### src/hdl/artr_pkg.sv
package artr_pkg;

  // Table size and derived widths
  localparam int ENTRY_COUNT = 16;
  localparam int IDX_W       = (ENTRY_COUNT > 1) ? $clog2(ENTRY_COUNT) : 1;

  // Field widths
  localparam int CMD_W   = 3;
  localparam int SLOT_W  = 4;
  localparam int IP_W    = 32;
  localparam int MAC_W   = 48;
  localparam int HDR_W   = 16;
  localparam int KIND_W  = 2;
  localparam int STAT_W  = 2;
  localparam int STATE_W = 2;
  localparam int LIFE_W  = 6;
  localparam int CFG_IDX_W = 1;

  // Protocol constants
  localparam int PROBE_GAP_SECS = 3;
  localparam int REACH_SECS     = 60;
  localparam int PROBE_SECS     = 60;

  localparam logic [LIFE_W-1:0] PROBE_LIFE = LIFE_W'(PROBE_SECS);
  localparam logic [LIFE_W-1:0] REACH_LIFE = LIFE_W'(REACH_SECS);

  localparam logic [HDR_W-1:0] ETH_TYPE_ARP  = 16'h0806;
  localparam logic [HDR_W-1:0] ARP_PROTO_IP4 = 16'h0800;
  localparam logic [HDR_W-1:0] ARP_OP_REPLY  = 16'h0002;

  // Command codes
  localparam logic [CMD_W-1:0] CMD_ADD    = 3'd0;
  localparam logic [CMD_W-1:0] CMD_REMOVE = 3'd1;
  localparam logic [CMD_W-1:0] CMD_QUERY  = 3'd2;
  localparam logic [CMD_W-1:0] CMD_TICK   = 3'd3;
  localparam logic [CMD_W-1:0] CMD_REPLY  = 3'd4;

  // Result kinds
  localparam logic [KIND_W-1:0] KIND_REQUEST = 2'd0;
  localparam logic [KIND_W-1:0] KIND_ANSWER  = 2'd1;
  localparam logic [KIND_W-1:0] KIND_DONE    = 2'd2;

  // Status codes
  localparam logic [STAT_W-1:0] STAT_OK      = 2'd0;
  localparam logic [STAT_W-1:0] STAT_PRESENT = 2'd1;
  localparam logic [STAT_W-1:0] STAT_ABSENT  = 2'd2;
  localparam logic [STAT_W-1:0] STAT_IGNORED = 2'd3;

  // Neighbour states
  localparam logic [STATE_W-1:0] NB_PROBE   = 2'd0;
  localparam logic [STATE_W-1:0] NB_REACH   = 2'd1;
  localparam logic [STATE_W-1:0] NB_REPROBE = 2'd2;

  // Configuration register indexes
  localparam logic [CFG_IDX_W-1:0] CFG_OWN_IP  = 1'b0;
  localparam logic [CFG_IDX_W-1:0] CFG_OWN_MAC = 1'b1;

  // Lifetimes at which a probe request goes out
  function automatic logic [(1 << LIFE_W)-1:0] interval_mask();
    logic [(1 << LIFE_W)-1:0] m;
    m = '0;
    for (int i = 0; i < (1 << LIFE_W); i++) begin
      m[i] = ((i % PROBE_GAP_SECS) == 0);
    end
    return m;
  endfunction

  localparam logic [(1 << LIFE_W)-1:0] HIT_MASK = interval_mask();

  typedef struct packed {
    logic [IP_W-1:0]    gw;
    logic [MAC_W-1:0]   hw;
    logic [STATE_W-1:0] st;
    logic [LIFE_W-1:0]  life;
  } entry_t;

  typedef struct packed {
    logic [KIND_W-1:0]  kind;
    logic [STAT_W-1:0]  status;
    logic [IP_W-1:0]    request_ip;
    logic [MAC_W-1:0]   learned_hw;
    logic [STATE_W-1:0] entry_state;
    logic               entry_valid;
    logic               last;
  } res_t;

  // Controller to datapath
  typedef struct packed {
    logic accept;   // word taken this cycle
    logic scan_rd;  // read at scan index and advance
    logic answer;   // emit query answer from read data
    logic finish;   // emit closing done word of a scan
  } dp_ctrl_t;

  // Datapath to controller
  typedef struct packed {
    logic scan_last;
  } dp_status_t;

endpackage

### src/hdl/artr_ram.sv
module artr_ram #(
  parameter int WIDTH = 8,
  parameter int DEPTH = 16,
  localparam int AW = (DEPTH > 1) ? $clog2(DEPTH) : 1
) (
  input  logic             clk_i,
  input  logic             we_i,
  input  logic [AW-1:0]    waddr_i,
  input  logic [WIDTH-1:0] wdata_i,
  input  logic [AW-1:0]    raddr_i,
  output logic [WIDTH-1:0] rdata_o
);

  logic [WIDTH-1:0] mem_q [DEPTH];
  logic [WIDTH-1:0] rdata_q;

  always_ff @(posedge clk_i) begin
    if (we_i) begin
      mem_q[waddr_i] <= wdata_i;
    end
    rdata_q <= mem_q[raddr_i];
  end

  assign rdata_o = rdata_q;

endmodule

### src/hdl/artr_ctrl.sv
module artr_ctrl import artr_pkg::*; (
  input  logic             clk_i,
  input  logic             rst_ni,
  input  logic             start_i,
  input  logic [CMD_W-1:0] command_i,
  input  dp_status_t       status_i,
  output dp_ctrl_t         ctrl_o,
  output logic             busy_o
);

  typedef enum logic [4:0] {
    ST_IDLE  = 5'b00001,
    ST_QANS  = 5'b00010,
    ST_SCAN  = 5'b00100,
    ST_DRAIN = 5'b01000,
    ST_DONE  = 5'b10000
  } state_e;

  state_e state_q, state_d;

  always_comb begin
    state_d = state_q;
    ctrl_o  = '0;
    unique case (state_q)
      ST_IDLE: begin
        if (start_i) begin
          ctrl_o.accept = 1'b1;
          case (command_i) inside
            CMD_QUERY:           state_d = ST_QANS;
            CMD_TICK, CMD_REPLY: state_d = ST_SCAN;
            default:             state_d = ST_IDLE;
          endcase
        end
      end
      ST_QANS: begin
        ctrl_o.answer = 1'b1;
        state_d       = ST_IDLE;
      end
      ST_SCAN: begin
        ctrl_o.scan_rd = 1'b1;
        if (status_i.scan_last) begin
          state_d = ST_DRAIN;
        end
      end
      ST_DRAIN: begin
        state_d = ST_DONE;
      end
      ST_DONE: begin
        ctrl_o.finish = 1'b1;
        state_d       = ST_IDLE;
      end
      default: state_d = ST_IDLE;
    endcase
  end

  always_ff @(posedge clk_i or negedge rst_ni) begin
    if (!rst_ni) begin
      state_q <= ST_IDLE;
    end else begin
      state_q <= state_d;
    end
  end

  assign busy_o = (state_q != ST_IDLE);

endmodule

### src/hdl/artr_dpath.sv
module artr_dpath import artr_pkg::*; (
  input  logic                 clk_i,
  input  logic                 rst_ni,
  input  dp_ctrl_t             ctrl_i,
  output dp_status_t           status_o,
  input  logic                 cfg_we_i,
  input  logic [CFG_IDX_W-1:0] cfg_idx_i,
  input  logic [MAC_W-1:0]     cfg_wdata_i,
  input  logic [CMD_W-1:0]     command_i,
  input  logic [SLOT_W-1:0]    slot_i,
  input  logic [IP_W-1:0]      gateway_addr_i,
  input  logic [HDR_W-1:0]     ether_type_i,
  input  logic [HDR_W-1:0]     arp_proto_i,
  input  logic [HDR_W-1:0]     arp_opcode_i,
  input  logic [MAC_W-1:0]     sender_hw_i,
  input  logic [IP_W-1:0]      sender_ip_i,
  input  logic [MAC_W-1:0]     target_hw_i,
  input  logic [IP_W-1:0]      target_ip_i,
  output logic                 res_strobe_o,
  output res_t                 res_o
);

  logic [IP_W-1:0]  own_ip_q;
  logic [MAC_W-1:0] own_mac_q;

  logic [ENTRY_COUNT-1:0] vld_q, vld_d;

  logic [CMD_W-1:0] op_q;
  logic             ok_q;
  logic [IP_W-1:0]  sip_q;
  logic [MAC_W-1:0] shw_q;
  logic             qok_q;
  logic [IDX_W-1:0] qaddr_q;

  logic [IDX_W-1:0] scan_idx_q, proc_idx_q;
  logic             pend_q;

  logic             res_strobe_q, res_strobe_d;
  res_t             res_q, res_d;

  logic [IDX_W-1:0] slot_addr;
  logic             in_range, slot_vld, reply_ok;

  entry_t           rd_entry, upd_entry, wr_entry;
  logic             upd_we, req_hit, ram_we;
  logic [IDX_W-1:0] ram_waddr, ram_raddr;
  logic [LIFE_W-1:0] life, life_sat;

  assign slot_addr = IDX_W'(slot_i);
  assign in_range  = (32'(slot_i) < 32'(ENTRY_COUNT));
  assign slot_vld  = in_range && vld_q[slot_addr];

  assign reply_ok = (ether_type_i == ETH_TYPE_ARP) && (arp_proto_i == ARP_PROTO_IP4) &&
                    (arp_opcode_i == ARP_OP_REPLY) && (target_hw_i == own_mac_q) &&
                    (target_ip_i == own_ip_q);

  assign status_o.scan_last = (scan_idx_q == IDX_W'(ENTRY_COUNT - 1));

  // Per-entry update of a tick or reply visit
  assign life     = rd_entry.life;
  assign life_sat = (life == '0) ? '0 : life - LIFE_W'(1);

  always_comb begin
    upd_entry = rd_entry;
    upd_we    = 1'b0;
    req_hit   = 1'b0;
    if (pend_q && vld_q[proc_idx_q]) begin
      if (op_q == CMD_TICK) begin
        case (rd_entry.st)
          NB_PROBE: begin
            req_hit        = HIT_MASK[life];
            upd_entry.life = (life == '0) ? PROBE_LIFE : life - LIFE_W'(1);
            upd_we         = 1'b1;
          end
          NB_REACH: begin
            upd_entry.life = life_sat;
            if (life_sat == '0) begin
              upd_entry.st = NB_REPROBE;
            end
            upd_we = 1'b1;
          end
          NB_REPROBE: begin
            req_hit        = HIT_MASK[life];
            upd_entry.life = life_sat;
            if (life_sat == '0) begin
              upd_entry.st = NB_PROBE;
            end
            upd_we = 1'b1;
          end
          default: ;
        endcase
      end else if (op_q == CMD_REPLY && ok_q && rd_entry.gw == sip_q &&
                   (rd_entry.st == NB_PROBE || rd_entry.st == NB_REPROBE)) begin
        upd_entry.hw   = shw_q;
        upd_entry.st   = NB_REACH;
        upd_entry.life = REACH_LIFE;
        upd_we         = 1'b1;
      end
    end
  end

  // Memory port selection: add writes at accept, scans write behind the read
  always_comb begin
    ram_we    = upd_we;
    ram_waddr = proc_idx_q;
    wr_entry  = upd_entry;
    if (ctrl_i.accept && command_i == CMD_ADD && in_range && !vld_q[slot_addr]) begin
      ram_we    = 1'b1;
      ram_waddr = slot_addr;
      wr_entry  = '{gw: gateway_addr_i, hw: '0, st: NB_PROBE, life: PROBE_LIFE};
    end
    ram_raddr = ctrl_i.accept ? slot_addr : scan_idx_q;
  end

  artr_ram #(
    .WIDTH ($bits(entry_t)),
    .DEPTH (ENTRY_COUNT)
  ) u_ram (
    .clk_i   (clk_i),
    .we_i    (ram_we),
    .waddr_i (ram_waddr),
    .wdata_i (wr_entry),
    .raddr_i (ram_raddr),
    .rdata_o (rd_entry)
  );

  // Valid marks and result word
  always_comb begin
    vld_d        = vld_q;
    res_strobe_d = 1'b0;
    res_d        = '0;
    if (ctrl_i.accept) begin
      res_d.kind = KIND_DONE;
      res_d.last = 1'b1;
      case (command_i) inside
        CMD_ADD: begin
          res_strobe_d = 1'b1;
          if (!in_range) begin
            res_d.status = STAT_ABSENT;
          end else if (vld_q[slot_addr]) begin
            res_d.status = STAT_PRESENT;
          end else begin
            vld_d[slot_addr] = 1'b1;
          end
        end
        CMD_REMOVE: begin
          res_strobe_d = 1'b1;
          if (!slot_vld) begin
            res_d.status = STAT_ABSENT;
          end else begin
            vld_d[slot_addr] = 1'b0;
          end
        end
        CMD_QUERY, CMD_TICK, CMD_REPLY: ;
        default: res_strobe_d = 1'b1;
      endcase
    end else if (req_hit) begin
      res_strobe_d     = 1'b1;
      res_d.kind       = KIND_REQUEST;
      res_d.request_ip = rd_entry.gw;
    end else if (ctrl_i.answer) begin
      res_strobe_d = 1'b1;
      res_d.kind   = KIND_ANSWER;
      res_d.last   = 1'b1;
      if (qok_q && vld_q[qaddr_q]) begin
        res_d.request_ip  = rd_entry.gw;
        res_d.learned_hw  = rd_entry.hw;
        res_d.entry_state = rd_entry.st;
        res_d.entry_valid = 1'b1;
      end else begin
        res_d.status = STAT_ABSENT;
      end
    end else if (ctrl_i.finish) begin
      res_strobe_d = 1'b1;
      res_d.kind   = KIND_DONE;
      res_d.last   = 1'b1;
      res_d.status = (op_q == CMD_REPLY && !ok_q) ? STAT_IGNORED : STAT_OK;
    end
  end

  always_ff @(posedge clk_i or negedge rst_ni) begin
    if (!rst_ni) begin
      own_ip_q     <= '0;
      own_mac_q    <= '0;
      vld_q        <= '0;
      scan_idx_q   <= '0;
      pend_q       <= 1'b0;
      res_strobe_q <= 1'b0;
    end else begin
      if (cfg_we_i) begin
        unique case (cfg_idx_i)
          CFG_OWN_IP:  own_ip_q  <= cfg_wdata_i[IP_W-1:0];
          CFG_OWN_MAC: own_mac_q <= cfg_wdata_i;
          default: ;
        endcase
      end
      vld_q        <= vld_d;
      res_strobe_q <= res_strobe_d;
      pend_q       <= ctrl_i.scan_rd;
      if (ctrl_i.accept) begin
        scan_idx_q <= '0;
      end else if (ctrl_i.scan_rd) begin
        scan_idx_q <= scan_idx_q + IDX_W'(1);
      end
    end
  end

  // Payload: hold captured fields of the current word
  always_ff @(posedge clk_i) begin
    res_q      <= res_d;
    proc_idx_q <= scan_idx_q;
    if (ctrl_i.accept) begin
      op_q    <= command_i;
      ok_q    <= reply_ok;
      sip_q   <= sender_ip_i;
      shw_q   <= sender_hw_i;
      qok_q   <= in_range;
      qaddr_q <= slot_addr;
    end
  end

  assign res_strobe_o = res_strobe_q;
  assign res_o        = res_q;

endmodule

### src/hdl/arp_gateway_reachability_tracker_top.sv
// Channel    Direction  Handshake                    Payload
// command    in         start_i high, busy_o low     command_i .. target_ip_i
// result     out        res_strobe_o, one cycle      kind_o .. last_o
// config     in         cfg_we_i, no wait            cfg_idx_i, cfg_wdata_i
//
// Add, remove and unknown commands are decided at accept; the done word follows
// on the next cycle and busy_o stays low. Query reads the entry through
// the registered read of the entry memory, then registers the answer.
// Tick and reply do one memory read per entry, then drain the last read
// in a drain state, then give the closing done word.
// Reset clears the valid marks and the own address registers at once; no
// clearing pass. The receiver cannot stall: each word shows for one cycle.
module arp_gateway_reachability_tracker_top import artr_pkg::*; (
  input  logic                 clk_i,
  input  logic                 rst_ni,
  // command channel
  input  logic                 start_i,
  output logic                 busy_o,
  input  logic [CMD_W-1:0]     command_i,
  input  logic [SLOT_W-1:0]    slot_i,
  input  logic [IP_W-1:0]      gateway_addr_i,
  input  logic [HDR_W-1:0]     ether_type_i,
  input  logic [HDR_W-1:0]     arp_proto_i,
  input  logic [HDR_W-1:0]     arp_opcode_i,
  input  logic [MAC_W-1:0]     sender_hw_i,
  input  logic [IP_W-1:0]      sender_ip_i,
  input  logic [MAC_W-1:0]     target_hw_i,
  input  logic [IP_W-1:0]      target_ip_i,
  // configuration
  input  logic                 cfg_we_i,
  input  logic [CFG_IDX_W-1:0] cfg_idx_i,
  input  logic [MAC_W-1:0]     cfg_wdata_i,
  // result channel
  output logic                 res_strobe_o,
  output logic [KIND_W-1:0]    kind_o,
  output logic [STAT_W-1:0]    status_o,
  output logic [IP_W-1:0]      request_ip_o,
  output logic [MAC_W-1:0]     learned_hw_o,
  output logic [STATE_W-1:0]   entry_state_o,
  output logic                 entry_valid_o,
  output logic                 last_o
);

  dp_ctrl_t   ctrl;
  dp_status_t dp_status;
  res_t       res;

  // Sequence commands: decode at accept, then walk the table for tick/reply
  artr_ctrl u_ctrl (
    .clk_i     (clk_i),
    .rst_ni    (rst_ni),
    .start_i   (start_i),
    .command_i (command_i),
    .status_i  (dp_status),
    .ctrl_o    (ctrl),
    .busy_o    (busy_o)
  );

  // Hold the table, own addresses and the result register
  artr_dpath u_dpath (
    .clk_i          (clk_i),
    .rst_ni         (rst_ni),
    .ctrl_i         (ctrl),
    .status_o       (dp_status),
    .cfg_we_i       (cfg_we_i),
    .cfg_idx_i      (cfg_idx_i),
    .cfg_wdata_i    (cfg_wdata_i),
    .command_i      (command_i),
    .slot_i         (slot_i),
    .gateway_addr_i (gateway_addr_i),
    .ether_type_i   (ether_type_i),
    .arp_proto_i    (arp_proto_i),
    .arp_opcode_i   (arp_opcode_i),
    .sender_hw_i    (sender_hw_i),
    .sender_ip_i    (sender_ip_i),
    .target_hw_i    (target_hw_i),
    .target_ip_i    (target_ip_i),
    .res_strobe_o   (res_strobe_o),
    .res_o          (res)
  );

  // Unpack the result word onto its ports
  assign kind_o        = res.kind;
  assign status_o      = res.status;
  assign request_ip_o  = res.request_ip;
  assign learned_hw_o  = res.learned_hw;
  assign entry_state_o = res.entry_state;
  assign entry_valid_o = res.entry_valid;
  assign last_o        = res.last;

endmodule

### config.mk
export PLATFORM = sky130hd
export DESIGN_NAME = arp_gateway_reachability_tracker_top
export DESIGN_NICKNAME = d
export VERILOG_FILES = /design/src/hdl/artr_pkg.sv /design/src/hdl/artr_ram.sv /design/src/hdl/artr_ctrl.sv /design/src/hdl/artr_dpath.sv /design/src/hdl/arp_gateway_reachability_tracker_top.sv
export SDC_FILE = /design/constraint.sdc
export NUM_CORES = 2
export LEC_CHECK = 0
export BUFFER_PORTS_ARGS = -buffer_cell sky130_fd_sc_hd__buf_4
export CAP_MARGIN = 20
export CORE_UTILIZATION = 35
export CTS_BUF_LIST = sky130_fd_sc_hd__clkbuf_8
export DETAILED_ROUTE_END_ITERATION = 16
export RECOVER_POWER = 50
export SKIP_LAST_GASP = 1
export SLEW_MARGIN = 20
export SYNTH_ARGS = -nofsm -noshare
export SYNTH_HDL_FRONTEND = slang
export SYNTH_SLANG_ARGS = --single-unit
export TNS_END_PERCENT = 1
### constraint.sdc
create_clock -name clk_i -period 5.9 [get_ports clk_i]
set_input_delay 0.59 -clock clk_i [delete_from_list [all_inputs] [get_ports clk_i]]
set_output_delay 0.59 -clock clk_i [all_outputs]
set_load 0.02 [all_outputs]
==> impl_metrics.env <==
export IMPL_dieArea_sq_um=197000
export IMPL_cp_top_family="simple AND/OR/NAND/NOR gates"
export IMPL_p_switching_w=0.00685
export IMPL_internal_power_w=0.0212
export IMPL_port_buffers=389
export IMPL_critPathMaxStageDelay_ns=1.59
export IMPL_ys_types=72
export IMPL_crit_path_end_kind="flop"
export IMPL_path_class="in2reg"
export IMPL_p_clk_frac=0.387
export IMPL_num_fill_cells=17519
export IMPL_initial_core_util=0.354
export IMPL_synth_yosys_seq_area_share=0.748
export IMPL_antenna_found_initial=12
export IMPL_die_h_um=444
export IMPL_synth_seq_cells=1783
export IMPL_drv_slew=430
export IMPL_totalPowerFinal_w=0.0280
export IMPL_cp_depth=9
export IMPL_min_delay_path_depth=5
export IMPL_setup_violations=0
export IMPL_syn_num_nets=4762
export IMPL_worstSetupStartpointType="primary input"
export IMPL_track_usage=0.186
export IMPL_viasPerCell=5.24
export IMPL_grt_ovfl_total=0
export IMPL_grt_use_met3=0.0393
export IMPL_h_tree_depth=5
export IMPL_worstPathCellList="dlygate4sd3_1, clkbuf_1, inv_1, nor3_1, or2_4, buf_12, a222oi_1, o2bb2ai_1, a41o_1"
export IMPL_dpl_instance_area_sq_um=74600
export IMPL_clk_latency_ns=1.01
export IMPL_synth_area_leader_cell="edfxtp_1"
export IMPL_worst_pin_slew_ns=3.10
export IMPL_r2r_start="u_ctrl.state_q[4]"
export IMPL_clkTransAtPathRegs_ns=0.06
export IMPL_grt_pass1_vias=41228
export IMPL_gr_usage_met2=0.296
export IMPL_io_pins=390
export IMPL_cts_inserted_buffers=318
export IMPL_cts_sinks=1783
export IMPL_crit_start="slot_i[0]"
export IMPL_route_vias_total=41246
export IMPL_synthMostInstantiatedCell="edfxtp_1"
export IMPL_final_net_count=5407
export IMPL_power_density_nw_per_um2=345
export IMPL_layout_drive_gt1_share=0.183
export IMPL_post_place_ws_ns=1.59
export IMPL_worst_slack_ns=0.928
export IMPL_synth_area_sq_um=68500
export IMPL_synth_top_cells_by_count="edfxtp_1 (1496), nand2_1 (820), clkbuf_1 (203), nand3_1 (193), dfxtp_1 (180)"
export IMPL_final_hold_violation_count=0
export IMPL_hold_class="in2reg"
export IMPL_synthArstFlopShare=0.0600
export IMPL_slew_headroom=-1.07
export IMPL_synthFlopType="edfxtp_1"
export IMPL_route_detailed_drc=0
export IMPL_use_met1=0.252
export IMPL_min_period_ns=4.97
export IMPL_timing_final_crit_share=0.843
export IMPL_drv_cap=10
export IMPL_r2r_slack_ns=1.01
export IMPL_cts_resized=0
export IMPL_max_freq_mhz=201
export IMPL_clockBufferDepth=4
export IMPL_avgRoutedWirePerCell_um=23.9
export IMPL_place_gp_congestion=0.799
export IMPL_p_seq_frac=0.524
export IMPL_r2r_end="u_dpath.u_ram.mem_q[12][11]"
export IMPL_coreArea_sq_um=193000
export IMPL_skew_ns=0.0630
export IMPL_cp_slowest_cell="nor3_1"
export IMPL_busiest_layer="met2"
export IMPL_drt_initial_drc_count=4516
export IMPL_required_ns=6.75
export IMPL_synth_area_per_cell_sq_um=15.4
export IMPL_pwr_share_comb=0.089
export IMPL_fin_setup_tns_ns=0
export IMPL_status="finished with violations"
export IMPL_ir_drop_v=0.000217
export IMPL_die_w_um=444
export IMPL_fin_area_sq_um=81400
export IMPL_grt_pass1_wl_um=273000
export IMPL_drt_total_wl_um=188000
export IMPL_grt_max_degree=141
export IMPL_violations="max-capacitance violations, max-slew violations"
export IMPL_p_leak_nw=28.3
export IMPL_antenna_left=0
export IMPL_cts_tree="yes"
export IMPL_cts_root_buffer="clkbuf_8"
export IMPL_rsz0062_at_grt="false"
export IMPL_swShare=0.244
export IMPL_synth_edf_count=1496
export IMPL_crit_arrival_ns=5.83
export IMPL_crit_path_end="u_dpath.u_ram.rdata_o[80]"
export IMPL_syn2layout_area_growth_pct=18.8
export IMPL_cp_max_fo=70
export IMPL_drt_pass1_iter_count=8
export IMPL_yosys_warnings=0
export IMPL_synth_top_area_share=0.656
export IMPL_cp_num_buf_inv=4
export IMPL_ff2ff_path_depth=9
export IMPL_num_rows=161
export IMPL_synth_top_cells_by_area="edfxtp_1 (66%), dfxtp_1 (5.3%), nand2_1 (4.5%)"
export IMPL_dp_hpwl_um=101000
export IMPL_syn_inst=4453
-- registers in the layout, summed over array words and instances (netlist names), named ones only --
name and count:
u_dpath.own_ip_q 32, u_dpath.sip_q 32, u_dpath.u_ram.rdata_o 88, u_dpath.own_mac_q 48, u_dpath.op_q 3, u_dpath.ok_q 1
u_dpath.res_strobe_o 1, u_dpath.shw_q 48, u_dpath.u_ram.mem_q 1408, u_dpath.scan_idx_q 4, u_dpath.qaddr_q 4, u_dpath.pend_q 1
u_dpath.res_o 88, u_ctrl.state_q 5, u_dpath.proc_idx_q 4
-- power by group through the flow --
stage	Clock, W	Combinational (W)	Sequential [W]
2_1_floorplan	0	0.00152	0.0148
3_3_place_gp	0	0.00237	0.0150
3_5_place_dp	0	0.00242	0.0150
4_1_cts	0.0111	0.00251	0.0147
5_1_grt	0.0117	0.00272	0.0147
6_report	0.0109	0.00249	0.0147
-- tightest hold or removal path, cell delays in order --
cell and delay [ns]:
buf_4 0.08, xor2_1 0.14, nor4_1 0.06, nand4_1 0.09, nor4_1 0.06
-- final cells by class --
cell class / count / area, sq um / area share
antenna: 8 / 20.0 / 0.000246
clock buffer: 364 / 5010 / 0.0616
clock inverter: 191 / 972 / 0.0119
inverter: 17 / 65.1 / 0.000800
multi-input combinational: 2377 / 16200 / 0.200
sequential: 1783 / 51200 / 0.629
tap: 2526 / 3160 / 0.0388
timing repair buffer: 601 / 4700 / 0.0578
-- per-stage QoR --
stage	util	std cells	hold WS, ns
finish	0.421	7867	0.191
global route	0.421	7866	0.153
CTS	0.424	7858	0.0950
detailed placement	0.386	7167	0.453
global placement	0.386	7166	0.465
floorplan	-	4453	0.294
-- placed cells by master, fill, tap and decap left out, drive strengths merged, types with 31 or more instances in the layout --
cell,netlist,routed
nand2,820,820
mux2,98,98
buf,73,270
dlygate4sd3,0,136
a41o,87,87
o2bb2ai,87,87
xnor2,31,31
xor2,83,83
dfrtp,106,106
mux4,102,102
clkbuf,203,559
o21ai,103,103
and2,54,54
nor2,100,100
mux2i,54,54
a222oi,87,87
edfxtp,1496,1496
dfxtp,180,180
clkinv,1,45
nand3b,95,95
nand3,193,193
a31oi,92,92
nor4,35,35
or3,91,91
nor3b,32,32
inv,16,145
-- per-layer routing --
layer  vias up  routed length, um
li1      18387                  -
met4         2               5030
met3       325              14800
met2      1697              88600
met5         -                 19
met1     20835              79500
-- kinds of logic (layout without fill, tap and decap cells) --
| logic type | after synthesis | count (layout) | share of synthesized area |
|---|---|---|---|
| AO/OA/AOI/OAI | 511 | 511 | 0.0591 |
| adder cells (fa/ha/maj) | 9 | 9 | 0.00164 |
| multiplexers | 254 | 254 | 0.0576 |
| buffers and inverters | 293 | 1173 | 0.0177 |
| other | 0 | 8 | 0 |
| flip-flops | 1783 | 1783 | 0.748 |
| XOR/XNOR | 114 | 114 | 0.0146 |
| AND/OR/NAND/NOR | 1489 | 1489 | 0.102 |
-- timing repair --
action,4_1_cts,5_1_grt
endpoints found under the hold margin,209,0
hold buffers,136,0
buffers inserted,0,0
-- how the worst min path moves through the flow --
| stage | from | to |
|---|---|---|
| 6_report | target_hw_i[9] | u_dpath.ok_q |
| 2_1_floorplan | rst_ni | async pin |
| 3_5_place_dp | u_dpath.u_ram.rdata_o[53] | u_dpath.res_o[49] |
| 4_1_cts | target_hw_i[7] | u_dpath.ok_q |
| 5_1_grt | target_hw_i[7] | u_dpath.ok_q |
| 3_3_place_gp | u_dpath.u_ram.rdata_o[21] | u_dpath.res_o[17] |
Power figures use the tool's default switching activity.
